$ cat config.mk
export PLATFORM = sky130hd
export DESIGN_NAME = sgb_out_queue
export DESIGN_NICKNAME = d
export VERILOG_FILES = /design/src/rtl/separable_gaussian_blur_3x3_core_defines.svh /design/src/rtl/sgb_pkg.sv /design/src/rtl/sgb_out_queue.sv
export SDC_FILE = /design/constraint.sdc
export NUM_CORES = 1
export LEC_CHECK = 0
export ABC_AREA = 0
export BUFFER_PORTS_ARGS = -buffer_cell sky130_fd_sc_hd__buf_2
export CAP_MARGIN = 20
export CORE_MARGIN = 10
export CORE_UTILIZATION = 45
export CTS_CLUSTER_DIAMETER = 50
export DETAILED_ROUTE_END_ITERATION = 8
export PLACE_DENSITY = 0.63
export SLEW_MARGIN = 20
export SYNTH_ARGS = -nofsm -noshare
export SYNTH_HDL_FRONTEND = slang
export SYNTH_SLANG_ARGS = --single-unit
export TNS_END_PERCENT = 20
$ cat constraint.sdc
create_clock -name clock -period 8.15 [get_ports clock]
set_input_delay 1.63 -clock clock [delete_from_list [all_inputs] [get_ports clock]]
set_output_delay 1.63 -clock clock [all_outputs]
set_load 0.005 [all_outputs]
$ cat src/rtl/separable_gaussian_blur_3x3_core_defines.svh
// assertion macros for the separable gaussian blur core
// used by the top level only; expects signals named clock and reset in scope
`ifndef SEPARABLE_GAUSSIAN_BLUR_3X3_CORE_DEFINES_SVH
`define SEPARABLE_GAUSSIAN_BLUR_3X3_CORE_DEFINES_SVH

// same-cycle implication
`define SGB_ASSERT_IMP(label, ante, cons, msg) \
   label: assert property (@(posedge clock) disable iff (reset) (ante) |-> (cons)) \
      else $error(msg);

// next-cycle implication
`define SGB_ASSERT_NXT(label, ante, cons, msg) \
   label: assert property (@(posedge clock) disable iff (reset) (ante) |=> (cons)) \
      else $error(msg);

`endif

$ cat src/rtl/sgb_pkg.sv
// shared widths, register codes, structs and tap arithmetic for the blur core
// no dependencies
`timescale 1ns / 1ps
`default_nettype none

package sgb_pkg;

   localparam int PIX_W            = 8;
   localparam int ROW_W            = 16;
   localparam int OUT_COL_W        = 10;
   localparam int FW_W             = 11;
   localparam int WEIGHT_W         = 16;
   localparam int FRAC_W           = 16;
   localparam int CSR_INDEX_W      = 4;
   localparam int CSR_DATA_W       = 16;
   localparam int MAX_LINE_DEFAULT = 1024;

   localparam int SUM_W         = PIX_W + 1;
   localparam int SIDE_PROD_W   = WEIGHT_W + SUM_W;
   localparam int CENTER_PROD_W = WEIGHT_W + PIX_W;
   localparam int TAP_SUM_W     = SIDE_PROD_W + 1;

   localparam int QUEUE_DEPTH = 16;
   localparam int QUEUE_PTR_W = $clog2(QUEUE_DEPTH);
   localparam int QUEUE_CNT_W = $clog2(QUEUE_DEPTH + 1);

   localparam logic [FW_W-1:0]     FRAME_WIDTH_RESET   = FW_W'(640);
   localparam logic [ROW_W-1:0]    FRAME_HEIGHT_RESET  = ROW_W'(480);
   localparam logic [WEIGHT_W-1:0] SIDE_WEIGHT_RESET   = WEIGHT_W'(18285);
   localparam logic [WEIGHT_W-1:0] CENTER_WEIGHT_RESET = WEIGHT_W'(28966);

   localparam logic [CSR_INDEX_W-1:0] CSR_FRAME_WIDTH   = CSR_INDEX_W'(0);
   localparam logic [CSR_INDEX_W-1:0] CSR_FRAME_HEIGHT  = CSR_INDEX_W'(1);
   localparam logic [CSR_INDEX_W-1:0] CSR_SIDE_WEIGHT   = CSR_INDEX_W'(2);
   localparam logic [CSR_INDEX_W-1:0] CSR_CENTER_WEIGHT = CSR_INDEX_W'(3);

   typedef struct packed {
      logic [FW_W-1:0]     frame_width;
      logic [ROW_W-1:0]    frame_height;
      logic [WEIGHT_W-1:0] side_weight;
      logic [WEIGHT_W-1:0] center_weight;
   } cfg_type;

   // control that travels with one row-pass value
   typedef struct packed {
      logic             row_first;
      logic             last_row;
      logic             last_in;
      logic             done_a;
      logic             done_b;
      logic [ROW_W-1:0] row;
   } op_ctl_type;

   typedef struct packed {
      logic [SIDE_PROD_W-1:0]   side_prod;
      logic [CENTER_PROD_W-1:0] center_prod;
   } tap_prod_type;

   // up to two results of one row-pass value: a is row-1, b is row
   typedef struct packed {
      logic                 has_a;
      logic                 has_b;
      logic                 last_in;
      logic                 done_a;
      logic                 done_b;
      logic [PIX_W-1:0]     pix_a;
      logic [PIX_W-1:0]     pix_b;
      logic [ROW_W-1:0]     row;
      logic [OUT_COL_W-1:0] col;
   } res_type;

   typedef struct packed {
      logic                   push;
      logic                   pop;
      logic [QUEUE_CNT_W-1:0] level;
   } queue_status_type;

   function automatic tap_prod_type tap_mul(input logic [WEIGHT_W-1:0] side,
                                            input logic [WEIGHT_W-1:0] center,
                                            input logic [SUM_W-1:0]    outer_sum,
                                            input logic [PIX_W-1:0]    mid);
      tap_prod_type p;
      p.side_prod   = SIDE_PROD_W'(side) * SIDE_PROD_W'(outer_sum);
      p.center_prod = CENTER_PROD_W'(center) * CENTER_PROD_W'(mid);
      return p;
   endfunction

   // sum, drop the fraction, saturate at full scale
   function automatic logic [PIX_W-1:0] tap_sat(input tap_prod_type prod);
      logic [TAP_SUM_W-1:0]        s;
      logic [TAP_SUM_W-FRAC_W-1:0] q;
      s = TAP_SUM_W'(prod.side_prod) + TAP_SUM_W'(prod.center_prod);
      q = s[TAP_SUM_W-1:FRAC_W];
      return (|q[TAP_SUM_W-FRAC_W-1:PIX_W]) ? {PIX_W{1'b1}} : q[PIX_W-1:0];
   endfunction

endpackage

`default_nettype wire

$ cat src/rtl/sgb_out_queue.sv
// result queue, serializer to one result per transfer, and output register
// depends on sgb_pkg
`timescale 1ns / 1ps
`default_nettype none

module sgb_out_queue (
   input  logic                            clock,
   input  logic                            reset,
   input  logic                            push_valid,
   input  sgb_pkg::res_type                push_entry,
   output logic                            rsp_valid,
   input  logic                            rsp_stall,
   output logic [sgb_pkg::PIX_W-1:0]       rsp_pixel_out,
   output logic [sgb_pkg::ROW_W-1:0]       rsp_out_row,
   output logic [sgb_pkg::OUT_COL_W-1:0]   rsp_out_col,
   output logic                            rsp_run_last,
   output logic                            rsp_frame_done,
   output logic                            entry_pop,
   output sgb_pkg::queue_status_type       status
);
   import sgb_pkg::*;

   res_type                fifo_ff [QUEUE_DEPTH];
   logic [QUEUE_PTR_W-1:0] wr_ptr_ff, rd_ptr_ff;
   logic [QUEUE_CNT_W-1:0] level_ff, level_in;
   logic                   second_ff, second_in;

   logic                   rsp_valid_ff, rsp_valid_in;
   logic [PIX_W-1:0]       rsp_pixel_ff, rsp_pixel_in;
   logic [ROW_W-1:0]       rsp_row_ff, rsp_row_in;
   logic [OUT_COL_W-1:0]   rsp_col_ff;
   logic                   rsp_last_ff, rsp_last_in;
   logic                   rsp_done_ff, rsp_done_in;

   res_type                head;
   logic                   not_empty, slot_free, emit, pop;

   assign head      = fifo_ff[rd_ptr_ff];
   assign not_empty = level_ff != '0;
   assign slot_free = !rsp_valid_ff || !rsp_stall;
   assign emit      = not_empty && head.has_a && slot_free;
   // entries without results drop out at once
   assign pop       = not_empty &&
                      (!head.has_a || (slot_free && (second_ff || !head.has_b)));

   always_comb begin
      second_in    = second_ff;
      rsp_valid_in = slot_free ? emit : rsp_valid_ff;
      rsp_pixel_in = head.pix_a;
      rsp_row_in   = head.row - ROW_W'(1);
      rsp_last_in  = head.last_in && !head.has_b;
      rsp_done_in  = head.done_a;
      if (second_ff) begin
         rsp_pixel_in = head.pix_b;
         rsp_row_in   = head.row;
         rsp_last_in  = head.last_in;
         rsp_done_in  = head.done_b;
      end
      if (emit) begin
         second_in = !second_ff && head.has_b;
      end
      level_in = level_ff + QUEUE_CNT_W'(push_valid) - QUEUE_CNT_W'(pop);
   end

   always_ff @(posedge clock) begin
      if (reset) begin
         wr_ptr_ff    <= '0;
         rd_ptr_ff    <= '0;
         level_ff     <= '0;
         second_ff    <= 1'b0;
         rsp_valid_ff <= 1'b0;
      end else begin
         if (push_valid) begin
            wr_ptr_ff <= wr_ptr_ff + QUEUE_PTR_W'(1);
         end
         if (pop) begin
            rd_ptr_ff <= rd_ptr_ff + QUEUE_PTR_W'(1);
         end
         level_ff     <= level_in;
         second_ff    <= second_in;
         rsp_valid_ff <= rsp_valid_in;
      end
   end

   always_ff @(posedge clock) begin
      if (push_valid) begin
         fifo_ff[wr_ptr_ff] <= push_entry;
      end
      if (emit) begin
         rsp_pixel_ff <= rsp_pixel_in;
         rsp_row_ff   <= rsp_row_in;
         rsp_col_ff   <= head.col;
         rsp_last_ff  <= rsp_last_in;
         rsp_done_ff  <= rsp_done_in;
      end
   end

   assign rsp_valid      = rsp_valid_ff;
   assign rsp_pixel_out  = rsp_pixel_ff;
   assign rsp_out_row    = rsp_row_ff;
   assign rsp_out_col    = rsp_col_ff;
   assign rsp_run_last   = rsp_last_ff;
   assign rsp_frame_done = rsp_done_ff;
   assign entry_pop      = pop;

   assign status.push  = push_valid;
   assign status.pop   = pop;
   assign status.level = level_ff;

endmodule

`default_nettype wire

==> results by group <==
Placement
  – Pre-CTS setup slack: 3430 ps
  – GP Congestion: 0.716
  – HPWL Detailed: 31,500 um
  – I/O Buffers: 95
  – Placed cell count: between 2,000 and 2,500
  – Placed cell area: ~0.032 mm2

Cells and area
  – Fill cells: 5,179
  – Nets: ~1,500
  – Area delta synth->final: 13.5%
  – Layout cell share with drive strength beyond 1: 33.8%
  – Finished Layout Cells: 2,350
  – Final instance area: 0.0350 mm2

Yosys
  – YS warnings: 0
  – Synth cell count leaders: edfxtp_1 (788), mux4_2 (219), buf_2 (24)
  – Post-synth cell types: 47
  – Synth top area share: 76.8%
  – Area contributors post-synth: edfxtp_1 (77%), mux4_2 (16%), dfxtp_1 (1.2%), mux4_1 (0.51%), mux2_2 (0.51%)
  – Synthesized netlist cell count: 1,272
  – Cell area after synthesis: 0.0308 mm2
  – Top-count cell post-synth: edfxtp_1
  – Post-synth EDFFs: 788
  – Post-synthesis sequential area ratio: 78.1%
  – Mapped Avg Cell Area: 24.2 um2
  – Most common flop cell mapped by yosys: edfxtp_1
  – Syn nets: approximately 1,300
  – Synth Register Bits: 807
  – Area leader, netlist: edfxtp_1
  – Asr flop ratio synth: 0%

Timing
  – Fin worst setup slack: 2820 ps
  – Fmax: ~0.19 GHz
  – RSZ-0062 raised after global routing: false
  – Fin crit share: 65.4%
  – Final Hold Fails: 0
  – Setup Skew: 19.2 ps
  – Crit path time final: roughly 5300 ps
  – Final Setup Violations: 0
  – Sum of negative setup slack: 0 ps
  – Worst Tran Pin Value: 1110 ps
  – Slew margin rel.: approximately a quarter
  – Max Slew Vio Count: 0

Pwr
  – Power density cells: 309 mW/mm2
  – Leak: 11.0 nW
  – Clock power share: a little over a third
  – Overall Power: between 0.01 and 0.015 W
  – Pint: roughly 0.008 W
  – Combinational Power Share: 19.3%
  – Max VDD drop: 0.000251 V
  – Psw: 0.00270 W
  – Flop pwr share: 45.4%
  – Net Sw Frac: 25.0%

GRT
  – Global Route Usage Sum: 17.0%
  – Vias in the first global route: 14,200
  – Initial antenna violation count: 13
  – Total gr overflow: 0
  – Largest net degree at the start of global routing: about 130
  – Global-route wire length before repair: about 100,000 um

Clock network
  – H-tree depth: 3
  – CTS tree: built
  – Total clock buffers created by CTS: 84
  – Worst skew pair latency: about 630 ps
  – CTS Sinks: approximately 810
  – Reg clk slew, reported paths: approximately 60 ps
  – Setup Buffers After CTS: 0
  – Hold buffer count at CTS: 0
  – # resized after CTS: 0
  – Clk buf depth: 3
  – Clock root cell: clkbuf_16

Worst setup path
  – CP Class: reg -> out
  – Crit start category: flop
  – Worst Setup End Kind: output pin
  – Worst Path Required: 6520 ps
  – Crit path DAT: 3700 ps
  – Crit path cell chain: buf_12 -> mux4_2 -> a22oi_1 -> a21oi_1 -> o22ai_2 -> buf_2
  – Worst path slowest cell: dfxtp_4
  – CP Max Fanout: 130
  – R2R depth: 13
  – CP max stage delay: 880 ps

Die
  – IO Pins: 96
  – Die Area: slightly below 0.08 mm2
  – Initial Util: 45.6%
  – Die width: between 200 and 300 um
  – Rows: 95
  – DIE HEIGHT: 282 um
  – Core area: 0.0675 mm2

Outcome
  – Status: complete, no violations

Min path
  – HP Class: reg -> reg
  – Worst Min Path Start: rd_ptr_ff[3]$_SDFFE_PP0N_
  – Worst Hold Path Cells: 2

Drt
  – Drt wl/cell: 28.3 um
  – DR vias: 13,600
  – Met2 WL: 33,300 um
  – DR pass1 iterations: 5
  – Routed length on met1: between 20,000 and 30,000 um
  – Total Wirelength: 66,400 um
  – DRC violations left: 0
  – Antenna Nets Post-Route: 0
  – DRT iter0 DRCs: between 1,000 and 1,500
  – Vias/cell: 5.77
  – Met3 wire length: 4310 um
  – Highest Signal Layer: met5

Flow run
  – Max Cap Viol: 0
-- path summary, 6_finish.rpt --
path / endpoint / slack [ps]
worst min register to register: rd_ptr_ff[3]$_SDFFE_PP0N_ / 530
worst max register to register: level_ff[4]$_SDFF_PP0_ / 3470
worst max-delay path: entry_pop / 2820
worst min-delay path: rd_ptr_ff[3]$_SDFFE_PP0N_ / 530
-- per-layer routing --
layer,GRT usage [%],vias to the layer above
met5,0,-
met4,4.10,10
met3,3.67,110
met2,28.0,425
met1,23.0,7301
li1,-,5704
-- power by group through the flow --
stage	logic (W)	registers [W]	clock network (W)
floorplan	0.00159	0.00495	0
global placement	0.00211	0.00500	0
detailed placement	0.00214	0.00500	0
CTS	0.00214	0.00492	0.00388
global route	0.00227	0.00494	0.00406
finish	0.00209	0.00492	0.00381
-- placed cells by master (no fill, tap or decap), drive strengths merged --
master / instances
a21o: 2
a21oi: 6
a221oi: 1
a22o: 1
a22oi: 12
and2: 17
and3: 1
buf: 109
bufinv: 9
clkbuf: 100
clkinv: 36
clkinvlp: 5
dfxtp: 19
diode: 2
edfxtp: 788
fa: 1
ha: 12
inv: 15
mux2: 14
mux2i: 6
mux4: 225
nand2: 17
nand2b: 3
nand3: 3
nand4: 3
nor2: 20
nor2b: 6
nor3: 4
nor3b: 1
nor4: 2
nor4b: 2
o21ai: 5
o22ai: 2
or2: 1
or3: 2
or3b: 1
or4b: 1
xnor2: 10
xor2: 13
-- kinds of logic (layout without fill, tap and decap cells) --
kind of cell | after synthesis | in the layout | synth area share, %
flops | 807 | 807 | 78.1
other cells | 0 | 2 | 0
simple gates | 84 | 84 | 1.50
compound gates | 29 | 29 | 0.691
buf+inv | 71 | 274 | 1.31
mux | 245 | 245 | 17.2
fa+ha+maj | 13 | 13 | 0.552
xor+xnor | 23 | 23 | 0.654
-- registers in the layout, summed over array words and instances (netlist names), named ones only --
| register | count |
|---|---|
| rd_ptr_ff | 4 |
| rsp_frame_done | 1 |
| rsp_pixel_out | 8 |
| fifo_ff | 752 |
| rsp_out_row | 16 |
| rsp_out_col | 10 |
| level_ff | 5 |
| second_ff | 1 |
| rsp_valid | 1 |
| wr_ptr_ff | 4 |
| rsp_run_last | 1 |
-- area by class of cell --
| class | count | area, um2 | area share, % |
|---|---|---|---|
| Tap cell | 873 | 1090 | 3.12 |
| Multi-Input combinational cell | 394 | 6400 | 18.3 |
| Inverter | 10 | 37.5 | 0.107 |
| Clock buffer | 100 | 2250 | 6.42 |
| Sequential cell | 807 | 24100 | 68.8 |
| Antenna cell | 2 | 5.00 | 0.0143 |
| Timing Repair Buffer | 109 | 597 | 1.71 |
| Clock inverter | 55 | 527 | 1.51 |
-- critical path, delay by kind of cell (launching register included) --
family / cells / cell delay (ps)
flops: 1 / 880
buf+inv: 2 / 830
mux: 1 / 350
compound gates: 3 / 840
-- stage by stage --
| step | hold WS, ps | utilization (%) |
|---|---|---|
| finish | 526 | 51.8 |
| global route | 584 | 51.8 |
| CTS | 532 | 51.8 |
| detailed placement | 503 | 47.7 |
| global placement | 502 | 47.7 |
| floorplan | 484 | - |
(Power assumes the default switching activity.)
