**config.mk**
```make
export PLATFORM = sky130hd
export DESIGN_NAME = sgb_row_pass
export DESIGN_NICKNAME = d
export VERILOG_FILES = /design/src/rtl/separable_gaussian_blur_3x3_core_defines.svh /design/src/rtl/sgb_pkg.sv /design/src/rtl/sgb_row_pass.sv
export SDC_FILE = /design/constraint.sdc
export NUM_CORES = 1
export LEC_CHECK = 0
export BUFFER_PORTS_ARGS = -buffer_cell sky130_fd_sc_hd__buf_2
export CORE_MARGIN = 2
export CORE_UTILIZATION = 55
export CTS_BUF_LIST = sky130_fd_sc_hd__clkbuf_4
export DETAILED_ROUTE_END_ITERATION = 8
export GPL_TIMING_DRIVEN = 0
export PLACE_DENSITY = 0.9
export SYNTH_ARGS = -nofsm -noshare
export SYNTH_HDL_FRONTEND = slang
export SYNTH_SLANG_ARGS = --single-unit
```
**constraint.sdc**
```tcl
create_clock -name clock -period 6 [get_ports clock]
set_clock_uncertainty 0.1 [all_clocks]
set_input_delay 1.2 -clock clock [delete_from_list [all_inputs] [get_ports clock]]
set_output_delay 1.2 -clock clock [all_outputs]
set_load 0.02 [all_outputs]
```
**src/rtl/separable_gaussian_blur_3x3_core_defines.svh**
```systemverilog
// assertion macros for the separable gaussian blur core
// used by the top level only; expects signals named clock and reset in scope
`ifndef SEPARABLE_GAUSSIAN_BLUR_3X3_CORE_DEFINES_SVH
`define SEPARABLE_GAUSSIAN_BLUR_3X3_CORE_DEFINES_SVH

// same-cycle implication
`define SGB_ASSERT_IMP(label, ante, cons, msg) \
   label: assert property (@(posedge clock) disable iff (reset) (ante) |-> (cons)) \
      else $error(msg);

// next-cycle implication
`define SGB_ASSERT_NXT(label, ante, cons, msg) \
   label: assert property (@(posedge clock) disable iff (reset) (ante) |=> (cons)) \
      else $error(msg);

`endif

```
**src/rtl/sgb_pkg.sv**
```systemverilog
// shared widths, register codes, structs and tap arithmetic for the blur core
// no dependencies
`timescale 1ns / 1ps
`default_nettype none

package sgb_pkg;

   localparam int PIX_W            = 8;
   localparam int ROW_W            = 16;
   localparam int OUT_COL_W        = 10;
   localparam int FW_W             = 11;
   localparam int WEIGHT_W         = 16;
   localparam int FRAC_W           = 16;
   localparam int CSR_INDEX_W      = 4;
   localparam int CSR_DATA_W       = 16;
   localparam int MAX_LINE_DEFAULT = 1024;

   localparam int SUM_W         = PIX_W + 1;
   localparam int SIDE_PROD_W   = WEIGHT_W + SUM_W;
   localparam int CENTER_PROD_W = WEIGHT_W + PIX_W;
   localparam int TAP_SUM_W     = SIDE_PROD_W + 1;

   localparam int QUEUE_DEPTH = 16;
   localparam int QUEUE_PTR_W = $clog2(QUEUE_DEPTH);
   localparam int QUEUE_CNT_W = $clog2(QUEUE_DEPTH + 1);

   localparam logic [FW_W-1:0]     FRAME_WIDTH_RESET   = FW_W'(640);
   localparam logic [ROW_W-1:0]    FRAME_HEIGHT_RESET  = ROW_W'(480);
   localparam logic [WEIGHT_W-1:0] SIDE_WEIGHT_RESET   = WEIGHT_W'(18285);
   localparam logic [WEIGHT_W-1:0] CENTER_WEIGHT_RESET = WEIGHT_W'(28966);

   localparam logic [CSR_INDEX_W-1:0] CSR_FRAME_WIDTH   = CSR_INDEX_W'(0);
   localparam logic [CSR_INDEX_W-1:0] CSR_FRAME_HEIGHT  = CSR_INDEX_W'(1);
   localparam logic [CSR_INDEX_W-1:0] CSR_SIDE_WEIGHT   = CSR_INDEX_W'(2);
   localparam logic [CSR_INDEX_W-1:0] CSR_CENTER_WEIGHT = CSR_INDEX_W'(3);

   typedef struct packed {
      logic [FW_W-1:0]     frame_width;
      logic [ROW_W-1:0]    frame_height;
      logic [WEIGHT_W-1:0] side_weight;
      logic [WEIGHT_W-1:0] center_weight;
   } cfg_type;

   // control that travels with one row-pass value
   typedef struct packed {
      logic             row_first;
      logic             last_row;
      logic             last_in;
      logic             done_a;
      logic             done_b;
      logic [ROW_W-1:0] row;
   } op_ctl_type;

   typedef struct packed {
      logic [SIDE_PROD_W-1:0]   side_prod;
      logic [CENTER_PROD_W-1:0] center_prod;
   } tap_prod_type;

   // up to two results of one row-pass value: a is row-1, b is row
   typedef struct packed {
      logic                 has_a;
      logic                 has_b;
      logic                 last_in;
      logic                 done_a;
      logic                 done_b;
      logic [PIX_W-1:0]     pix_a;
      logic [PIX_W-1:0]     pix_b;
      logic [ROW_W-1:0]     row;
      logic [OUT_COL_W-1:0] col;
   } res_type;

   typedef struct packed {
      logic                   push;
      logic                   pop;
      logic [QUEUE_CNT_W-1:0] level;
   } queue_status_type;

   function automatic tap_prod_type tap_mul(input logic [WEIGHT_W-1:0] side,
                                            input logic [WEIGHT_W-1:0] center,
                                            input logic [SUM_W-1:0]    outer_sum,
                                            input logic [PIX_W-1:0]    mid);
      tap_prod_type p;
      p.side_prod   = SIDE_PROD_W'(side) * SIDE_PROD_W'(outer_sum);
      p.center_prod = CENTER_PROD_W'(center) * CENTER_PROD_W'(mid);
      return p;
   endfunction

   // sum, drop the fraction, saturate at full scale
   function automatic logic [PIX_W-1:0] tap_sat(input tap_prod_type prod);
      logic [TAP_SUM_W-1:0]        s;
      logic [TAP_SUM_W-FRAC_W-1:0] q;
      s = TAP_SUM_W'(prod.side_prod) + TAP_SUM_W'(prod.center_prod);
      q = s[TAP_SUM_W-1:FRAC_W];
      return (|q[TAP_SUM_W-FRAC_W-1:PIX_W]) ? {PIX_W{1'b1}} : q[PIX_W-1:0];
   endfunction

endpackage

`default_nettype wire

```
**src/rtl/sgb_row_pass.sv**
```systemverilog
// input side: raster counters, horizontal taps, credit count for the result queue
// depends on sgb_pkg
`timescale 1ns / 1ps
`default_nettype none

module sgb_row_pass #(
   parameter int  MAX_LINE = sgb_pkg::MAX_LINE_DEFAULT,
   localparam int COL_W    = $clog2(MAX_LINE)
) (
   input  logic                        clock,
   input  logic                        reset,
   input  sgb_pkg::cfg_type            cfg,
   input  logic                        req_valid,
   output logic                        req_stall,
   input  logic [sgb_pkg::PIX_W-1:0]   req_pixel_in,
   input  logic                        entry_pop,
   output logic                        rd_valid,
   output logic [COL_W-1:0]            rd_col,
   output logic                        op_valid,
   output logic [COL_W-1:0]            op_col,
   output sgb_pkg::op_ctl_type         op_ctl,
   output sgb_pkg::tap_prod_type       op_prod
);
   import sgb_pkg::*;

   logic [COL_W-1:0]       col_cnt_ff, col_cnt_in;
   logic [ROW_W-1:0]       row_cnt_ff, row_cnt_in;
   logic [PIX_W-1:0]       prior_ff, prior_in;
   logic [PIX_W-1:0]       prior2_ff, prior2_in;
   logic                   pend_ff, pend_in;
   logic [COL_W-1:0]       pend_col_ff;
   logic [ROW_W-1:0]       pend_row_ff;
   logic                   pend_last_row_ff;
   logic [QUEUE_CNT_W-1:0] used_ff, used_in;

   logic                   p1_valid_ff, p1_valid_in;
   logic [COL_W-1:0]       p1_col_ff, p1_col_in;
   logic [SUM_W-1:0]       p1_sum_ff, p1_sum_in;
   logic [PIX_W-1:0]       p1_mid_ff, p1_mid_in;
   op_ctl_type             p1_ctl_ff, p1_ctl_in;

   logic                   p2_valid_ff;
   logic [COL_W-1:0]       p2_col_ff;
   op_ctl_type             p2_ctl_ff;
   tap_prod_type           p2_prod_ff;

   logic [COL_W-1:0]       last_col_idx;
   logic [ROW_W-1:0]       last_row_idx;
   logic                   last_col, last_row, first_px, accept;
   logic [ROW_W-1:0]       issue_row;
   logic                   issue_last_row, issue_last_in;

   // clamped frame limits
   always_comb begin
      if (cfg.frame_width < FW_W'(2)) begin
         last_col_idx = COL_W'(1);
      end else if (32'(cfg.frame_width) > 32'(MAX_LINE)) begin
         last_col_idx = COL_W'(MAX_LINE - 1);
      end else begin
         last_col_idx = COL_W'(cfg.frame_width - FW_W'(1));
      end
      if (cfg.frame_height < ROW_W'(2)) begin
         last_row_idx = ROW_W'(1);
      end else begin
         last_row_idx = cfg.frame_height - ROW_W'(1);
      end
   end

   assign last_col  = col_cnt_ff >= last_col_idx;
   assign last_row  = row_cnt_ff >= last_row_idx;
   assign first_px  = (col_cnt_ff == '0) && !last_col;
   assign req_stall = pend_ff || (used_ff > QUEUE_CNT_W'(QUEUE_DEPTH - 2));
   assign accept    = req_valid && !req_stall;

   // op issue: the value left of the new pixel, or the held last-column value
   always_comb begin
      p1_valid_in    = 1'b0;
      p1_col_in      = col_cnt_ff - COL_W'(1);
      p1_sum_in      = SUM_W'(prior2_ff) + SUM_W'(req_pixel_in);
      p1_mid_in      = prior_ff;
      issue_row      = row_cnt_ff;
      issue_last_row = last_row;
      issue_last_in  = !last_col;
      if (pend_ff) begin
         // prior registers already hold pixel j-1 and pixel j
         p1_valid_in    = 1'b1;
         p1_col_in      = pend_col_ff;
         p1_sum_in      = SUM_W'(prior2_ff) + SUM_W'(prior_ff);
         issue_row      = pend_row_ff;
         issue_last_row = pend_last_row_ff;
         issue_last_in  = 1'b1;
      end else if (accept && !first_px) begin
         p1_valid_in = 1'b1;
      end
      p1_ctl_in.row_first = issue_row == '0;
      p1_ctl_in.last_row  = issue_last_row;
      p1_ctl_in.last_in   = issue_last_in;
      p1_ctl_in.done_a    = ((ROW_W + 1)'(issue_row) ==
                             ((ROW_W + 1)'(last_row_idx) + (ROW_W + 1)'(1))) &&
                            (p1_col_in == last_col_idx);
      p1_ctl_in.done_b    = (issue_row == last_row_idx) && (p1_col_in == last_col_idx);
      p1_ctl_in.row       = issue_row;
   end

   always_comb begin
      col_cnt_in = col_cnt_ff;
      row_cnt_in = row_cnt_ff;
      prior_in   = prior_ff;
      prior2_in  = prior2_ff;
      pend_in    = accept && !first_px && last_col;
      if (accept) begin
         prior_in  = req_pixel_in;
         prior2_in = first_px ? req_pixel_in : prior_ff;
         if (last_col) begin
            col_cnt_in = '0;
            row_cnt_in = last_row ? '0 : row_cnt_ff + ROW_W'(1);
         end else begin
            col_cnt_in = col_cnt_ff + COL_W'(1);
         end
      end
      used_in = used_ff + QUEUE_CNT_W'(p1_valid_in) - QUEUE_CNT_W'(entry_pop);
   end

   always_ff @(posedge clock) begin
      if (reset) begin
         col_cnt_ff  <= '0;
         row_cnt_ff  <= '0;
         prior_ff    <= '0;
         prior2_ff   <= '0;
         pend_ff     <= 1'b0;
         used_ff     <= '0;
         p1_valid_ff <= 1'b0;
         p2_valid_ff <= 1'b0;
      end else begin
         col_cnt_ff  <= col_cnt_in;
         row_cnt_ff  <= row_cnt_in;
         prior_ff    <= prior_in;
         prior2_ff   <= prior2_in;
         pend_ff     <= pend_in;
         used_ff     <= used_in;
         p1_valid_ff <= p1_valid_in;
         p2_valid_ff <= p1_valid_ff;
      end
   end

   always_ff @(posedge clock) begin
      if (accept) begin
         pend_col_ff      <= col_cnt_ff;
         pend_row_ff      <= row_cnt_ff;
         pend_last_row_ff <= last_row;
      end
      p1_col_ff  <= p1_col_in;
      p1_sum_ff  <= p1_sum_in;
      p1_mid_ff  <= p1_mid_in;
      p1_ctl_ff  <= p1_ctl_in;
      p2_col_ff  <= p1_col_ff;
      p2_ctl_ff  <= p1_ctl_ff;
      p2_prod_ff <= tap_mul(cfg.side_weight, cfg.center_weight, p1_sum_ff, p1_mid_ff);
   end

   assign rd_valid = p1_valid_ff;
   assign rd_col   = p1_col_ff;
   assign op_valid = p2_valid_ff;
   assign op_col   = p2_col_ff;
   assign op_ctl   = p2_ctl_ff;
   assign op_prod  = p2_prod_ff;

endmodule

`default_nettype wire

```
==> qor.yml <==
global_routing:
  antenna_found_initial: 9
  first_global_vias: 14938
  grt_max_degree: 37
  track_usage_pct: 26.2
  grt_pass1_wl_mm: 70.3
  grt-ovfl-total: 0
place:
  hpwlAfterDp_mm: 32.6
  gp_congestion: 0.953
  io_buffers: 152
  place_inst: 2399
run_status:
  outcome: "finished, final reports clean"
sta:
  final_hold_viol_count: 0
  fmax_mhz: 174
  slew_viol_final: 0
  max-slew-margin-rel_pct: 40.9
  finalSetupViolCount: 0
  worst_pin_slew_ps: 887
  min_period_ps: 5740
  fin_hold_ws_ps: 203
  fin_crit_sh_pct: 95.7
route:
  drc_errors: 0
  post_drt_wl_per_cell_um: 17.0
  initialDrtViolationCount: 1092
  antenna_left: 0
  wl_mm: 42.5
  firstDrtPassIters: 6
  via_per_inst: 5.62
  vias: 14037
logic_synthesis:
  synth_async_sr_flop_share_pct: 0
  synth_top_area_cell: "fa_1"
  ys_ff_latch: 205
  synthCells: 1851
  yosysWarnings: 0
  ys_seq_area_share_pct: 25.5
  synth_ff_type: "dfxtp_1"
  synth_cell_types: 83
  synth_edf_count: 27
  synth_top_area_share_pct: 21.6
  syn_area_per_cell_um2: 9.26
  synth_area_mm2: 0.0171
  synth_nets: 2244
  synth_area_leaders: "fa_1 22%, dfxtp_1 21%, ha_1 10%"
floorplanning:
  coreArea_mm2: 0.0307
  dieArea_mm2: 0.0326
  initial_core_util_pct: 55.9
  ioPinCount: 164
  fp.dieW_um: 181
  row_count: 64
  fp.dieH_um: 181
critical_path:
  critical_path_class: "reg2reg"
  startpoint_type: "flip-flop"
  critPathArrivalTime_ps: 6280
  crit_required_ps: 6540
  path_max_fanout: 10
  worstSetupEndpointType: "flip-flop"
power_and_ir_drop:
  leakagePower_nw: 9.29
  pwr-share-clk_pct: 9.9
  peakVddDrop_uv: 880
  total_power_w: 0.0123
  switching_share_pct: 48.1
  p_per_area_mw_per_mm2: 643
  p_comb_share_pct: 73.7
  internal_power_w: 0.00639
  p_switching_w: 0.00592
  seqPwrFrac_pct: 16.4
cells_and_area:
  layout_common_cells: "277 x inv_1, 202 x nand2_1, 185 x fa_1"
  final_common_cell: "inv_1"
  fin_util_pct: 62.4
  fin_nets: 2451
  drive_gt1_share_pct: 14.2
  layout.cells.non_filler: 2497
  area_delta_synth_final_pct: 11.6
run:
  maxCapViolCount: 0
cts:
  cts_buffers: 53
  clock_path_buffers: 3
  cts_htree_levels: 2
  path_clk_slew_ps: 70
  cts_sinks: 205
  cts_setup_buffers: 0
  clock_tree.root_cell: "clkbuf_4"
  clkLatencyLatePin_ps: 760
  cts_tree: "done"
hold_path:
  hold_class: "reg2reg"
[final timing paths]
check	depth (start not counted)	end	startpoint	slack, ps
setup / recovery	16	op_prod[23]$_DFF_P_	p1_mid_ff[2]$_DFF_P_	260
hold / removal	0	op_ctl[13]$_DFF_P_	p1_ctl_ff[13]$_DFF_P_	200
setup reg to reg	16	op_prod[23]$_DFF_P_	p1_mid_ff[2]$_DFF_P_	260
hold reg to reg	0	op_ctl[13]$_DFF_P_	p1_ctl_ff[13]$_DFF_P_	200
[layer usage]
layer  share of wire [%]  global-route usage (%)  wire [um]  vias up
met5               0.066                       0         28        -
met1                  38                    30.1      16000     6809
met4                 5.0                    14.3       2140        4
met2                  50                    45.8      21300      629
li1                    -                       -          -     6423
met3                 7.3                    5.54       3120      172
[Yosys cell counts, types with 6 or more instances]
cell type and count:
a211oi_1 16, a21o_1 22, a21oi_1 55, and2_1 149, and3_1 13, buf_1 8
clkbuf_1 43, dfxtp_1 178, edfxtp_1 27, fa_1 185, ha_1 137, inv_1 277
mux2_2 10, mux2i_1 29, nand2_1 202, nand2b_1 16, nand3_1 26, nand4_1 18
nor2_1 96, nor2b_1 7, nor3_1 33, nor4_1 11, o21a_1 9, o21ai_0 42
o21bai_1 10, or3_1 14, or4_1 6, xnor2_1 71, xor2_1 45
[cell type report]
| type | count | area, um2 |
|---|---|---|
| clock inverter | 17 | 111 |
| tap | 396 | 495 |
| timing repair buffer | 152 | 761 |
| buffer | 54 | 239 |
| clock buffer | 73 | 548 |
| fill | 2426 | 11500 |
| antenna | 8 | 20.0 |
| inverter | 277 | 1040 |
| sequential | 205 | 4370 |
| multi-input combinational | 1315 | 11600 |
[registers in the layout, indices dropped and copies added, names as in the netlist]
name / cells
col_cnt_ff: 10
op_col: 10
op_ctl: 21
op_prod: 49
op_valid: 1
p1_ctl_ff: 21
p1_mid_ff: 8
p1_mid_in: 8
p1_sum_ff: 9
pend_col_ff: 10
pend_ff: 1
pend_last_row_ff: 1
pend_row_ff: 16
prior2_ff: 8
rd_col: 10
rd_valid: 1
row_cnt_ff: 16
used_ff: 5
[worst max-delay path, stage by stage (launching register included)]
cell and delay (ps):
dfxtp_1 490, clkbuf_1 470, nand2_1 130, fa_1 470
fa_1 500, inv_1 60, fa_1 520, fa_1 500
ha_1 260, or3_1 430, o21ai_0 370, a21oi_1 200
o31ai_2 450, o21ai_0 220, o21a_1 210, nor2_1 120
xnor2_1 150
[through the flow]
stage	setup TNS, ps	setup WS, ps	cell area (um2)
final	0	258	19100
after floorplan	0	20.5	17100
after global placement	-2990	-758	18400
after CTS	0	23.5	19100
after global routing	-35.8	-34.9	19100
after detailed placement	-3830	-704	18400
[repair_timing]
action,4_1_cts,5_1_grt
hold buffers,0,0
cloned,0,0
resized for setup,4,37
setup endpoints to repair,3,6
pin swaps,0,0
[power by group through the flow]
stage | registers [W] | clock network [W] | logic [W]
floorplan | 0.00225 | 0 | 0.00660
global placement | 0.00204 | 0 | 0.00832
detailed placement | 0.00204 | 0 | 0.00879
CTS | 0.00201 | 0.00125 | 0.00887
global route | 0.00205 | 0.00130 | 0.0103
finish | 0.00202 | 0.00122 | 0.00907
[cells by family after synthesis]
family	after synthesis	synth area share, %
mux	39	2.35
buf+inv	331	7.30
xor+xnor	117	6.02
flops	205	25.5
simple gates	629	18.9
compound gates	208	8.30
fa+ha+maj	322	31.6
Note: power is estimated with default switching activity, not from simulation.
